[config.mk]
export PLATFORM = sky130hd
export DESIGN_NAME = delimiter_string_splitter_flat
export DESIGN_NICKNAME = d
export VERILOG_FILES = /design/src/rtl/core/dss_pkg.sv /design/src/rtl/core/dss_if.sv /design/src/rtl/core/dss_cell.sv /design/src/rtl/core/dss_outq.sv /design/src/rtl/core/dss_ctrl.sv /design/src/rtl/core/delimiter_string_splitter.sv /design/src/flat_wrapper.sv
export SDC_FILE = /design/constraint.sdc
export NUM_CORES = 1
export LEC_CHECK = 0
export ABC_AREA = 1
export BUFFER_PORTS_ARGS = -buffer_cell sky130_fd_sc_hd__buf_2
export CORE_ASPECT_RATIO = 1.5
export CORE_UTILIZATION = 50
export CTS_BUF_LIST = sky130_fd_sc_hd__clkbuf_4
export DETAILED_ROUTE_END_ITERATION = 8
export PLACE_DENSITY = 0.77
export SLEW_MARGIN = 30
export SYNTH_ARGS = -nofsm -noshare
export SYNTH_HDL_FRONTEND = slang
export SYNTH_SLANG_ARGS = --single-unit
[constraint.sdc]
create_clock -name clk_i -period 5.8 [get_ports clk_i]
set_input_delay 1.16 -clock clk_i [delete_from_list [all_inputs] [get_ports clk_i]]
set_output_delay 1.16 -clock clk_i [all_outputs]
set_load 0.005 [all_outputs]
[src/rtl/core/dss_pkg.sv]
// ----------------------------------------------------------------------------
// dss_pkg
// Shared types and constants of the delimiter string splitter.
// ----------------------------------------------------------------------------
package dss_pkg;

  localparam int MaxPatternDef = 8;
  localparam int CharBitsDef   = 8;
  localparam int CfgDataW      = 64;
  localparam int CfgIdxW       = 1;
  localparam int LenRegW       = 4;

  localparam logic [CfgIdxW-1:0] CfgDelimBytes = 1'b0;
  localparam logic [CfgIdxW-1:0] CfgDelimLen   = 1'b1;

  localparam logic [CfgDataW-1:0] DelimBytesRst = 64'd44;
  localparam logic [LenRegW-1:0]  DelimLenRst   = 4'd1;

  typedef enum logic [1:0] {
    ST_RUN,
    ST_FLUSH,
    ST_CLOSE
  } state_e;

  typedef struct packed {
    logic char_valid;
    logic field_end;
    logic stream_end;
  } res_flags_t;

endpackage

[src/rtl/core/dss_if.sv]
// ----------------------------------------------------------------------------
// dss_if
// Valid/ready channels of the splitter: character input and result output.
// ----------------------------------------------------------------------------
interface dss_in_if #(
  parameter int CHAR_BITS = dss_pkg::CharBitsDef
);
  logic                 valid;
  logic                 ready;
  logic [CHAR_BITS-1:0] in_char;
  logic                 in_last;

  modport source (output valid, in_char, in_last, input ready);
  modport sink   (input valid, in_char, in_last, output ready);
endinterface

interface dss_out_if #(
  parameter int CHAR_BITS = dss_pkg::CharBitsDef
);
  logic                 valid;
  logic                 ready;
  logic [CHAR_BITS-1:0] out_char;
  logic                 char_valid;
  logic                 field_end;
  logic                 stream_end;

  modport source (output valid, out_char, char_valid, field_end, stream_end, input ready);
  modport sink   (input valid, out_char, char_valid, field_end, stream_end, output ready);
endinterface

[src/rtl/core/dss_cell.sv]
// ----------------------------------------------------------------------------
// dss_cell
// One window cell: compares the character passing through with its aligned
// pattern character and holds it for the next cell.
// ----------------------------------------------------------------------------
module dss_cell #(
  parameter int CHAR_BITS = dss_pkg::CharBitsDef
) (
  input  logic                 clk_i,
  input  logic                 en_i,
  input  logic [CHAR_BITS-1:0] d_i,
  input  logic [CHAR_BITS-1:0] pat_i,
  output logic [CHAR_BITS-1:0] q_o,
  output logic                 eq_o
);

  logic [CHAR_BITS-1:0] chr_q;

  always_ff @(posedge clk_i) begin
    if (en_i) begin
      chr_q <= d_i;
    end
  end

  assign q_o  = chr_q;
  assign eq_o = (d_i == pat_i);

endmodule

[src/rtl/core/dss_outq.sv]
// ----------------------------------------------------------------------------
// dss_outq
// Two-entry result queue; the head drives the output channel from registers.
// ----------------------------------------------------------------------------
module dss_outq #(
  parameter int CHAR_BITS = dss_pkg::CharBitsDef
) (
  input  logic                 clk_i,
  input  logic                 rst_ni,
  input  logic                 push_i,
  input  logic [CHAR_BITS-1:0] push_char_i,
  input  dss_pkg::res_flags_t  push_flags_i,
  output logic                 full_o,
  dss_out_if.source            out_o
);
  import dss_pkg::*;

  logic [1:0]           cnt_q, cnt_d;
  logic [CHAR_BITS-1:0] ch0_q, ch0_d, ch1_q, ch1_d;
  res_flags_t           fl0_q, fl0_d, fl1_q, fl1_d;
  logic                 pop;

  assign pop    = out_o.valid && out_o.ready;
  assign full_o = (cnt_q == 2'd2);

  always_comb begin
    cnt_d = cnt_q;
    ch0_d = ch0_q;
    fl0_d = fl0_q;
    ch1_d = ch1_q;
    fl1_d = fl1_q;
    if (pop && push_i) begin
      if (cnt_q == 2'd1) begin
        ch0_d = push_char_i;
        fl0_d = push_flags_i;
      end else begin
        ch0_d = ch1_q;
        fl0_d = fl1_q;
        ch1_d = push_char_i;
        fl1_d = push_flags_i;
      end
    end else if (pop) begin
      ch0_d = ch1_q;
      fl0_d = fl1_q;
      cnt_d = cnt_q - 2'd1;
    end else if (push_i) begin
      if (cnt_q == 2'd0) begin
        ch0_d = push_char_i;
        fl0_d = push_flags_i;
      end else begin
        ch1_d = push_char_i;
        fl1_d = push_flags_i;
      end
      cnt_d = cnt_q + 2'd1;
    end
  end

  always_ff @(posedge clk_i or negedge rst_ni) begin
    if (!rst_ni) begin
      cnt_q <= 2'd0;
    end else begin
      cnt_q <= cnt_d;
    end
  end

  always_ff @(posedge clk_i) begin
    ch0_q <= ch0_d;
    fl0_q <= fl0_d;
    ch1_q <= ch1_d;
    fl1_q <= fl1_d;
  end

  assign out_o.valid      = (cnt_q != 2'd0);
  assign out_o.out_char   = ch0_q;
  assign out_o.char_valid = fl0_q.char_valid;
  assign out_o.field_end  = fl0_q.field_end;
  assign out_o.stream_end = fl0_q.stream_end;

endmodule

[src/rtl/core/dss_ctrl.sv]
// ----------------------------------------------------------------------------
// dss_ctrl
// Configuration registers, window fill count, flush sequencer and the
// pending result that carries the end-of-stream mark.
// ----------------------------------------------------------------------------
module dss_ctrl #(
  parameter int MAX_PATTERN = dss_pkg::MaxPatternDef,
  parameter int CHAR_BITS   = dss_pkg::CharBitsDef
) (
  input  logic                                  clk_i,
  input  logic                                  rst_ni,
  input  logic                                  cfg_we_i,
  input  logic [dss_pkg::CfgIdxW-1:0]           cfg_idx_i,
  input  logic [dss_pkg::CfgDataW-1:0]          cfg_data_i,
  dss_in_if.sink                                in_i,
  input  logic                                  q_full_i,
  input  logic [MAX_PATTERN-1:0][CHAR_BITS-1:0] link_i,
  input  logic [MAX_PATTERN-1:0]                eq_i,
  output logic                                  feed_en_o,
  output logic [CHAR_BITS-1:0]                  feed_char_o,
  output logic [MAX_PATTERN-1:0][CHAR_BITS-1:0] pat_al_o,
  output logic                                  push_o,
  output logic [CHAR_BITS-1:0]                  push_char_o,
  output dss_pkg::res_flags_t                   push_flags_o
);
  import dss_pkg::*;

  localparam int FillW = $clog2(MAX_PATTERN + 1);
  localparam int IdxW  = (MAX_PATTERN > 1) ? $clog2(MAX_PATTERN) : 1;
  localparam int ExtW  = CfgDataW + MAX_PATTERN * CHAR_BITS;

  state_e               state_q, state_d;
  logic [CfgDataW-1:0]  bytes_q, bytes_d;
  logic [LenRegW-1:0]   len_q, len_d;
  logic [FillW-1:0]     fill_q, fill_d;
  logic [IdxW-1:0]      k_q, k_d;
  logic                 pend_vld_q, pend_vld_d;
  logic [CHAR_BITS-1:0] pend_chr_q, pend_chr_d;
  res_flags_t           pend_fl_q, pend_fl_d;

  logic [FillW-1:0]     len_eff, len_m1, fill_cur, fill_inc;
  logic [ExtW-1:0]      pat_ext;
  logic [MAX_PATTERN-1:0][CHAR_BITS-1:0] pat_chr;
  logic [MAX_PATTERN-1:0][FillW-1:0]     al_idx;
  logic [MAX_PATTERN-1:0] active;
  logic                 space, full, match, pend_mode, close;
  logic                 res_vld;
  logic [CHAR_BITS-1:0] res_chr;
  res_flags_t           res_fl;

  // effective pattern length and aligned pattern characters
  always_comb begin
    if (len_q == '0) begin
      len_eff = FillW'(1);
    end else if (len_q > LenRegW'(MAX_PATTERN)) begin
      len_eff = FillW'(MAX_PATTERN);
    end else begin
      len_eff = len_q[FillW-1:0];
    end
  end

  assign len_m1  = len_eff - FillW'(1);
  assign pat_ext = {{(MAX_PATTERN * CHAR_BITS){1'b0}}, bytes_q};

  for (genvar k = 0; k < MAX_PATTERN; k++) begin : g_pat
    assign pat_chr[k] = pat_ext[k * CHAR_BITS +: CHAR_BITS];
    assign al_idx[k]  = len_eff - FillW'(k + 1);
    assign pat_al_o[k] = pat_chr[al_idx[k][IdxW-1:0]];
    assign active[k]  = (FillW'(k) < len_eff);
  end

  assign space = !q_full_i;

  // sequencer: next state
  always_comb begin
    state_d = state_q;
    unique case (state_q)
      ST_RUN: begin
        if (in_i.valid && space && in_i.in_last) begin
          state_d = ST_FLUSH;
        end
      end
      ST_FLUSH: begin
        if (space && (k_q == len_m1[IdxW-1:0])) begin
          state_d = ST_CLOSE;
        end
      end
      ST_CLOSE: begin
        if (space) begin
          state_d = ST_RUN;
        end
      end
      default: state_d = ST_RUN;
    endcase
  end

  // sequencer: outputs
  always_comb begin
    in_i.ready  = 1'b0;
    feed_en_o   = 1'b0;
    feed_char_o = in_i.in_char;
    pend_mode   = 1'b0;
    close       = 1'b0;
    unique case (state_q)
      ST_RUN: begin
        in_i.ready = space;
        feed_en_o  = in_i.valid && space;
        pend_mode  = in_i.in_last;
      end
      ST_FLUSH: begin
        feed_en_o   = space;
        feed_char_o = pat_chr[k_q];
        pend_mode   = 1'b1;
      end
      ST_CLOSE: begin
        close = space;
      end
      default: begin
        close = 1'b0;
      end
    endcase
  end

  // window decision
  assign fill_cur = (fill_q >= len_eff) ? '0 : fill_q;
  assign fill_inc = fill_cur + FillW'(1);
  assign full     = (fill_inc == len_eff);
  assign match    = &(eq_i | ~active);
  assign res_vld  = feed_en_o && full;
  assign res_chr  = match ? '0 : link_i[len_m1[IdxW-1:0]];

  always_comb begin
    res_fl            = '0;
    res_fl.char_valid = !match;
    res_fl.field_end  = match;
  end

  always_comb begin
    bytes_d = bytes_q;
    len_d   = len_q;
    if (cfg_we_i) begin
      unique case (cfg_idx_i)
        CfgDelimBytes: bytes_d = cfg_data_i;
        CfgDelimLen:   len_d   = cfg_data_i[LenRegW-1:0];
      endcase
    end
  end

  always_comb begin
    fill_d       = fill_q;
    k_d          = k_q;
    pend_vld_d   = pend_vld_q;
    pend_chr_d   = pend_chr_q;
    pend_fl_d    = pend_fl_q;
    push_o       = 1'b0;
    push_char_o  = res_chr;
    push_flags_o = res_fl;

    if (state_q == ST_RUN) begin
      k_d = '0;
    end else if (state_q == ST_FLUSH && space) begin
      k_d = k_q + IdxW'(1);
    end

    if (feed_en_o) begin
      if (!full) begin
        fill_d = fill_inc;
      end else if (match) begin
        fill_d = '0;
      end else begin
        fill_d = len_m1;
      end
    end

    // hold results of a closing step so the final one can carry stream end
    if (res_vld) begin
      if (pend_mode) begin
        push_o       = pend_vld_q;
        push_char_o  = pend_chr_q;
        push_flags_o = pend_fl_q;
        pend_vld_d   = 1'b1;
        pend_chr_d   = res_chr;
        pend_fl_d    = res_fl;
      end else begin
        push_o = 1'b1;
      end
    end

    if (close) begin
      push_o                  = pend_vld_q;
      push_char_o             = pend_chr_q;
      push_flags_o            = pend_fl_q;
      push_flags_o.stream_end = 1'b1;
      pend_vld_d              = 1'b0;
      fill_d                  = '0;
    end

    if (cfg_we_i) begin
      fill_d = '0;
    end
  end

  always_ff @(posedge clk_i or negedge rst_ni) begin
    if (!rst_ni) begin
      state_q    <= ST_RUN;
      bytes_q    <= DelimBytesRst;
      len_q      <= DelimLenRst;
      fill_q     <= '0;
      k_q        <= '0;
      pend_vld_q <= 1'b0;
    end else begin
      state_q    <= state_d;
      bytes_q    <= bytes_d;
      len_q      <= len_d;
      fill_q     <= fill_d;
      k_q        <= k_d;
      pend_vld_q <= pend_vld_d;
    end
  end

  always_ff @(posedge clk_i) begin
    pend_chr_q <= pend_chr_d;
    pend_fl_q  <= pend_fl_d;
  end

endmodule

[src/rtl/core/delimiter_string_splitter.sv]
// ----------------------------------------------------------------------------
// delimiter_string_splitter
// Splits a character stream into fields at each leftmost, non-overlapping
// occurrence of a programmable delimiter pattern.
// ----------------------------------------------------------------------------
// One character enters per cycle while the result queue has room. A row of
// MAX_PATTERN cells holds the most recent characters and compares them with
// the pattern in parallel; each character that completes the window yields
// either a field end or its oldest character. The character that closes a
// string starts a flush: the pattern is fed through the row one character
// per cycle while the queue has room; then the final result leaves with
// stream_end. Input is held off meanwhile. Results leave through a two-entry
// queue, so one character is still taken while a result waits on the output.
// Writing either register restarts the window; write only while idle.
module delimiter_string_splitter #(
  parameter int MAX_PATTERN = dss_pkg::MaxPatternDef,
  parameter int CHAR_BITS   = dss_pkg::CharBitsDef
) (
  input  logic                         clk_i,
  input  logic                         rst_ni,
  input  logic                         cfg_we_i,
  input  logic [dss_pkg::CfgIdxW-1:0]  cfg_idx_i,
  input  logic [dss_pkg::CfgDataW-1:0] cfg_data_i,
  dss_in_if.sink                       in_i,
  dss_out_if.source                    out_o
);
  import dss_pkg::*;

  logic                                  feed_en;
  logic [CHAR_BITS-1:0]                  feed_char;
  logic [MAX_PATTERN-1:0][CHAR_BITS-1:0] link;
  logic [MAX_PATTERN-1:0][CHAR_BITS-1:0] pat_al;
  logic [MAX_PATTERN-1:0]                eq;
  logic                                  q_full;
  logic                                  push;
  logic [CHAR_BITS-1:0]                  push_char;
  res_flags_t                            push_flags;

  assign link[0] = feed_char;

  dss_ctrl #(
    .MAX_PATTERN (MAX_PATTERN),
    .CHAR_BITS   (CHAR_BITS)
  ) u_ctrl (
    .clk_i        (clk_i),
    .rst_ni       (rst_ni),
    .cfg_we_i     (cfg_we_i),
    .cfg_idx_i    (cfg_idx_i),
    .cfg_data_i   (cfg_data_i),
    .in_i         (in_i),
    .q_full_i     (q_full),
    .link_i       (link),
    .eq_i         (eq),
    .feed_en_o    (feed_en),
    .feed_char_o  (feed_char),
    .pat_al_o     (pat_al),
    .push_o       (push),
    .push_char_o  (push_char),
    .push_flags_o (push_flags)
  );

  for (genvar j = 0; j < MAX_PATTERN; j++) begin : g_cell
    if (j < MAX_PATTERN - 1) begin : g_mid
      dss_cell #(
        .CHAR_BITS (CHAR_BITS)
      ) u_cell (
        .clk_i (clk_i),
        .en_i  (feed_en),
        .d_i   (link[j]),
        .pat_i (pat_al[j]),
        .q_o   (link[j+1]),
        .eq_o  (eq[j])
      );
    end else begin : g_end
      dss_cell #(
        .CHAR_BITS (CHAR_BITS)
      ) u_cell (
        .clk_i (clk_i),
        .en_i  (feed_en),
        .d_i   (link[j]),
        .pat_i (pat_al[j]),
        .q_o   (),
        .eq_o  (eq[j])
      );
    end
  end

  dss_outq #(
    .CHAR_BITS (CHAR_BITS)
  ) u_outq (
    .clk_i        (clk_i),
    .rst_ni       (rst_ni),
    .push_i       (push),
    .push_char_i  (push_char),
    .push_flags_i (push_flags),
    .full_o       (q_full),
    .out_o        (out_o)
  );

endmodule
[src/flat_wrapper.sv]
// flat-port wrapper written by rule: the top's interface ports become plain ports
module delimiter_string_splitter_flat import dss_pkg::*;
#(
  parameter int MAX_PATTERN = dss_pkg::MaxPatternDef,
  parameter int CHAR_BITS   = dss_pkg::CharBitsDef
)
  (clk_i, rst_ni, cfg_we_i, cfg_idx_i, cfg_data_i, in_i_valid, in_i_in_char, in_i_in_last, in_i_ready, out_o_valid, out_o_out_char, out_o_char_valid, out_o_field_end, out_o_stream_end, out_o_ready);
  dss_in_if #(.CHAR_BITS(CHAR_BITS)) in_i_i ();
  dss_out_if #(.CHAR_BITS(CHAR_BITS)) out_o_i ();
  input  logic clk_i;
  input  logic rst_ni;
  input  logic cfg_we_i;
  input  logic [dss_pkg::CfgIdxW-1:0] cfg_idx_i;
  input  logic [dss_pkg::CfgDataW-1:0] cfg_data_i;
  input wire logic [$bits(in_i_i.valid)-1:0] in_i_valid;
  input wire logic [$bits(in_i_i.in_char)-1:0] in_i_in_char;
  input wire logic [$bits(in_i_i.in_last)-1:0] in_i_in_last;
  output wire logic [$bits(in_i_i.ready)-1:0] in_i_ready;
  output wire logic [$bits(out_o_i.valid)-1:0] out_o_valid;
  output wire logic [$bits(out_o_i.out_char)-1:0] out_o_out_char;
  output wire logic [$bits(out_o_i.char_valid)-1:0] out_o_char_valid;
  output wire logic [$bits(out_o_i.field_end)-1:0] out_o_field_end;
  output wire logic [$bits(out_o_i.stream_end)-1:0] out_o_stream_end;
  input wire logic [$bits(out_o_i.ready)-1:0] out_o_ready;
  assign in_i_i.valid = in_i_valid;
  assign in_i_i.in_char = in_i_in_char;
  assign in_i_i.in_last = in_i_in_last;
  assign in_i_ready = in_i_i.ready;
  assign out_o_valid = out_o_i.valid;
  assign out_o_out_char = out_o_i.out_char;
  assign out_o_char_valid = out_o_i.char_valid;
  assign out_o_field_end = out_o_i.field_end;
  assign out_o_stream_end = out_o_i.stream_end;
  assign out_o_i.ready = out_o_ready;
  delimiter_string_splitter #(.MAX_PATTERN(MAX_PATTERN), .CHAR_BITS(CHAR_BITS)) u_core (.clk_i(clk_i), .rst_ni(rst_ni), .cfg_we_i(cfg_we_i), .cfg_idx_i(cfg_idx_i), .cfg_data_i(cfg_data_i), .in_i(in_i_i), .out_o(out_o_i));
endmodule
==> run summary <==
The flow ran to the end, and the final reports show no timing, DRC or antenna violations. The final cell count without fillers came out at 2100. The post-route fraction of the period consumed by the critical path is 78.7%.

Summing every instance area after synthesis gives ~12000 um2. The final design utilization came out at 55.1%. The buffer type at the clock tree root is sky130_fd_sc_hd__clkbuf_4.

The initial antenna violation count came out at 1. The upper clock frequency limit is 219 MHz. In this run the horizontal extent of the chip is 128 um.

For this design the ratio of total power to cell area is 467 nW/um2. A synthesized cell averages 6.88 um2. The arrival time of data at the critical path endpoint came out at 4950 ps. The maximum clock path buffer count came out at 2. Setup repair after global routing left no endpoint under its margin.

After detailed routing, the average wire length per cell comes to between 15 and 20 um. The clock drives 168 sinks. Entering global routing, the biggest net connects 59 pins. Counting flops and latches in the post-synthesis netlist gives ~170. Subtracting the final worst setup slack from the clock period gives roughly 4600 ps. The final number of hold-violating endpoints came out at 0. The total setup buffers inserted after CTS is 0. The number of synthesized flops with an enable pin is between 80 and 90. The worst hold-check slack came out at ~420 ps.

The total number of yosys warnings came out at 0. The clock-pin slew of the registers on the worst-case setup and hold paths came out at ~150 ps. The tightest min-delay check is of the input pin to async pin type. TritonCTS built the clock tree.

The aggregate negative setup slack is 0 ps. The routed via count is 12000. The worst-case vdd ir drop came out at 0.000284 V. The transition time at the pin with the least slew margin came out at between 900 and 1000 ps. Of the synthesized area, sequential elements account for 39.3%. The met1 global-route usage came out at 41.6%.

The count of distinct cell types in the synthesized netlist is 39. The number of placed instances, taps included, is 2067. The headroom to the max-slew limit came out at 34.5%.

The leakage power summed over all cells is approximately 6.5 nW. The number of nets in the layout is 1866. The core area came out at 23100 um2. The busiest metal layer after global routing is met2. The synthesized netlist net count came out at 1816.

The share of layout cells above drive strength 1 is 11.5%. The worst setup path is launched from a flip-flop. The leading register cell type out of synthesis is sky130_fd_sc_hd__edfxtp_1. The post-cts resize count is 0. The average vias per placed instance is 5.73. STA puts the critical path data required time at between 6000 and 7000 ps. For this run, design rule violations remaining after detail routing come to 0. In the synthesized netlist the async set-or-reset flop fraction comes to 47.6%. Global routing used roughly 49% of the available met2 tracks. Summed over all instances, the cell type with the most area after synthesis is sky130_fd_sc_hd__edfxtp_1. The die outline area came out at 24300 um2. The die height came out at 190 um. The sequential cells in the finished layout cover a total of 4650 um2.

The number of buffers created by CTS is 17. The global placement routability congestion is 0.998. Ranked by total cell area, the synthesized netlist is headed by sky130_fd_sc_hd__edfxtp_1 22%, sky130_fd_sc_hd__nand2_1 18%, sky130_fd_sc_hd__nand3_1 18%, sky130_fd_sc_hd__dfrtp_1 16%, sky130_fd_sc_hd__inv_1 5.0%. Fill cells in the final layout number 2307. The number of pins exceeding their max-slew limit in the final report came out at 0. The maximum fanout count along the critical path came out at 20. The met3 track demand over resource came out at 5.61%. The count of buffers from port buffering is 91.

The first detailed-routing pass ran for 6 iterations. Detailed placement ended at an HPWL of around 27000 um. In this run the biggest area consumer among cell types represents 22.3% of the synthesized area. The routed wire length came out at approximately 37000 um. In this run the cell area measured after placement is between 10000 and 15000 um2.

The number of global-route vias before repair is 11000. Summing all non-filler instances in the final layout gives an area of 12800 um2. The area used by multi-input combinational logic is 6180 um2. After clock tree synthesis, the flow added hold-fix buffers numbering 0. The synthesis-to-layout area growth came out at 7.79%. The number of ports placed on the die boundary came out at roughly 90. The total setup violations reported at the end of the flow came out at 0. The detail route stage leaves a number of antenna-violating nets equal to 0.

The worst-case clock skew came out at 35.2 ps. CTS built an H-tree with a depth of 4. Global routing used 31.4% of the available tracks. The floorplan row count is 68. Once the floorplan was initialized, standard cells occupied 51.1% of the core. Summing internal, switching and leakage power gives 5.96 mW. The synthesized netlist cell count is ~1700. The number of max-cap violations is 0.

The clock latency of the later-clocked register in the worst-skew pair came out at 630 ps. The critical path is of the flip-flop to flip-flop type. STA classifies the critical path endpoint as a flip-flop. The starting DRC count in detailed routing came out at 1283. The wire length of the first global-routing pass came out at 58200 um. After layout, the worst setup slack is 1230 ps.

The final global-route overflow total is 0. The pre-CTS setup slack is 1250 ps.
-- layer usage --
metal,wire length (um),share of wire [%]
met2,16900,46
met3,3400,9.2
met1,15000,41
met5,0,0
met4,1640,4.4
-- sequential cells by signal (all words and copies together), names as in the netlist --
| register | flops |
|---|---|
| u_core.u_ctrl.state_q | 2 |
| u_core.u_ctrl.bytes_q | 64 |
| u_core.u_ctrl.pend_fl_q | 2 |
| u_core.u_ctrl.pend_vld_q | 1 |
| u_core.u_ctrl.pend_chr_q | 8 |
| u_core.u_outq.out_o.field_end | 1 |
| u_core.u_outq.out_o.char_valid | 1 |
| u_core.g_cell.g_mid.u_cell.q_o | 56 |
| u_core.u_outq.out_o.stream_end | 1 |
| u_core.u_ctrl.fill_q | 4 |
| u_core.u_outq.ch1_q | 8 |
| u_core.u_outq.cnt_q | 2 |
| u_core.u_ctrl.k_q | 3 |
| u_core.u_outq.fl1_q | 3 |
| u_core.u_ctrl.len_q | 4 |
| u_core.u_outq.out_o.out_char | 8 |
-- cells by family (layout without fill, tap and decap cells) --
logic type                 after synthesis  in the layout  synth area share (%)
buffers and inverters                  248            311                  8.55
AOI/OAI and AO/OA                      137            137                  6.15
muxes                                   26             26                  2.47
other                                    0              1                     0
and+or+nand+nor                       1115           1115                  41.0
xor gates and xnor gates                11             11                 0.814
adders and majority gates               16             16                  1.69
DFF                                    168            168                  39.3
-- worst max-delay path, stage by stage, from the launching register on --
cell and delay [ps]:
sky130_fd_sc_hd__dfrtp_1 640, sky130_fd_sc_hd__nor2_2 100, sky130_fd_sc_hd__inv_2 370, sky130_fd_sc_hd__ha_1 320, sky130_fd_sc_hd__nand2_1 70, sky130_fd_sc_hd__inv_1 40, sky130_fd_sc_hd__nand3_1 50, sky130_fd_sc_hd__and3_1 200
sky130_fd_sc_hd__inv_1 60, sky130_fd_sc_hd__nor2_1 100, sky130_fd_sc_hd__ha_1 250, sky130_fd_sc_hd__inv_1 70, sky130_fd_sc_hd__xor2_1 130, sky130_fd_sc_hd__nor3_1 80, sky130_fd_sc_hd__nand3_1 80, sky130_fd_sc_hd__nand2_1 70
sky130_fd_sc_hd__o21ai_0 130, sky130_fd_sc_hd__inv_1 100, sky130_fd_sc_hd__ha_1 210, sky130_fd_sc_hd__o21ai_0 420, sky130_fd_sc_hd__inv_1 360, sky130_fd_sc_hd__or2_2 370, sky130_fd_sc_hd__nand2_1 70, sky130_fd_sc_hd__inv_1 30
-- placed cells by master, fill, tap and decap left out, types with 20 or more instances in the layout --
master                       n
sky130_fd_sc_hd__a21oi_1    60
sky130_fd_sc_hd__buf_2      90
sky130_fd_sc_hd__buf_4      23
sky130_fd_sc_hd__clkbuf_4   20
sky130_fd_sc_hd__dfrtp_1    76
sky130_fd_sc_hd__edfxtp_1   88
sky130_fd_sc_hd__inv_1     155
sky130_fd_sc_hd__mux2_2     26
sky130_fd_sc_hd__nand2_1   567
sky130_fd_sc_hd__nand3_1   418
sky130_fd_sc_hd__nor2_1     85
sky130_fd_sc_hd__o21ai_0    53
-- final cells by class --
class | instances | share of cell area [%]
well taps | 315 | 3.09
diodes | 1 | 0.0196
repair buffers | 113 | 4.89
multi-input cells | 1305 | 48.5
clock inverters | 12 | 0.981
inverters | 166 | 4.92
flip-flops and latches | 168 | 36.5
clock buffers | 20 | 1.18
-- power breakdown --
part	internal, mW	total (mW)	leakage [nW]	switching [mW]
logic	0.984	3.06	4.58	2.08
registers	1.82	2.18	1.75	0.354
clock network	0.271	0.722	0.154	0.451
total	3.08	5.96	6.48	2.88
-- path summary, 6_finish.rpt --
kind                                                                 from                                             end  slack, ps  cells after the start
min                                                                rst_ni                u_core.u_ctrl.k_q[1]$_DFFE_PN0P_        420                      1
min in group clk_i         u_core.g_cell[0].g_mid.u_cell.q_o[6]$_DFFE_PP_  u_core.g_cell[1].g_mid.u_cell.q_o[6]$_DFFE_PP_        500                      0
max                                    u_core.u_ctrl.len_q[3]$_DFFE_PN0P_       u_core.u_outq.out_o.out_char[2]$_DFFE_PP_       1230                     23
max reg2reg                            u_core.u_ctrl.len_q[3]$_DFFE_PN0P_       u_core.u_outq.out_o.out_char[2]$_DFFE_PP_       1230                     23
min reg2reg                u_core.g_cell[0].g_mid.u_cell.q_o[6]$_DFFE_PP_  u_core.g_cell[1].g_mid.u_cell.q_o[6]$_DFFE_PP_        500                      0
max in group asynchronous                                          rst_ni           u_core.u_ctrl.bytes_q[28]$_DFFE_PN0P_       4360                      2
-- synth_stat cells, drive strengths merged (2+ instances only) --
cell    count
nand2     571
nand3     418
inv       163
edfxtp     88
nor2       87
dfrtp      76
a21oi      60
o21ai      58
buf        48
clkbuf     34
mux2       26
nand3b     18
or2        18
ha         16
xor2       10
a31oi       7
a211oi      4
dfstp       4
clkinv      3
o211ai      3
nor3        2
o21bai      2
Note: power is estimated with default switching activity, not from simulation.
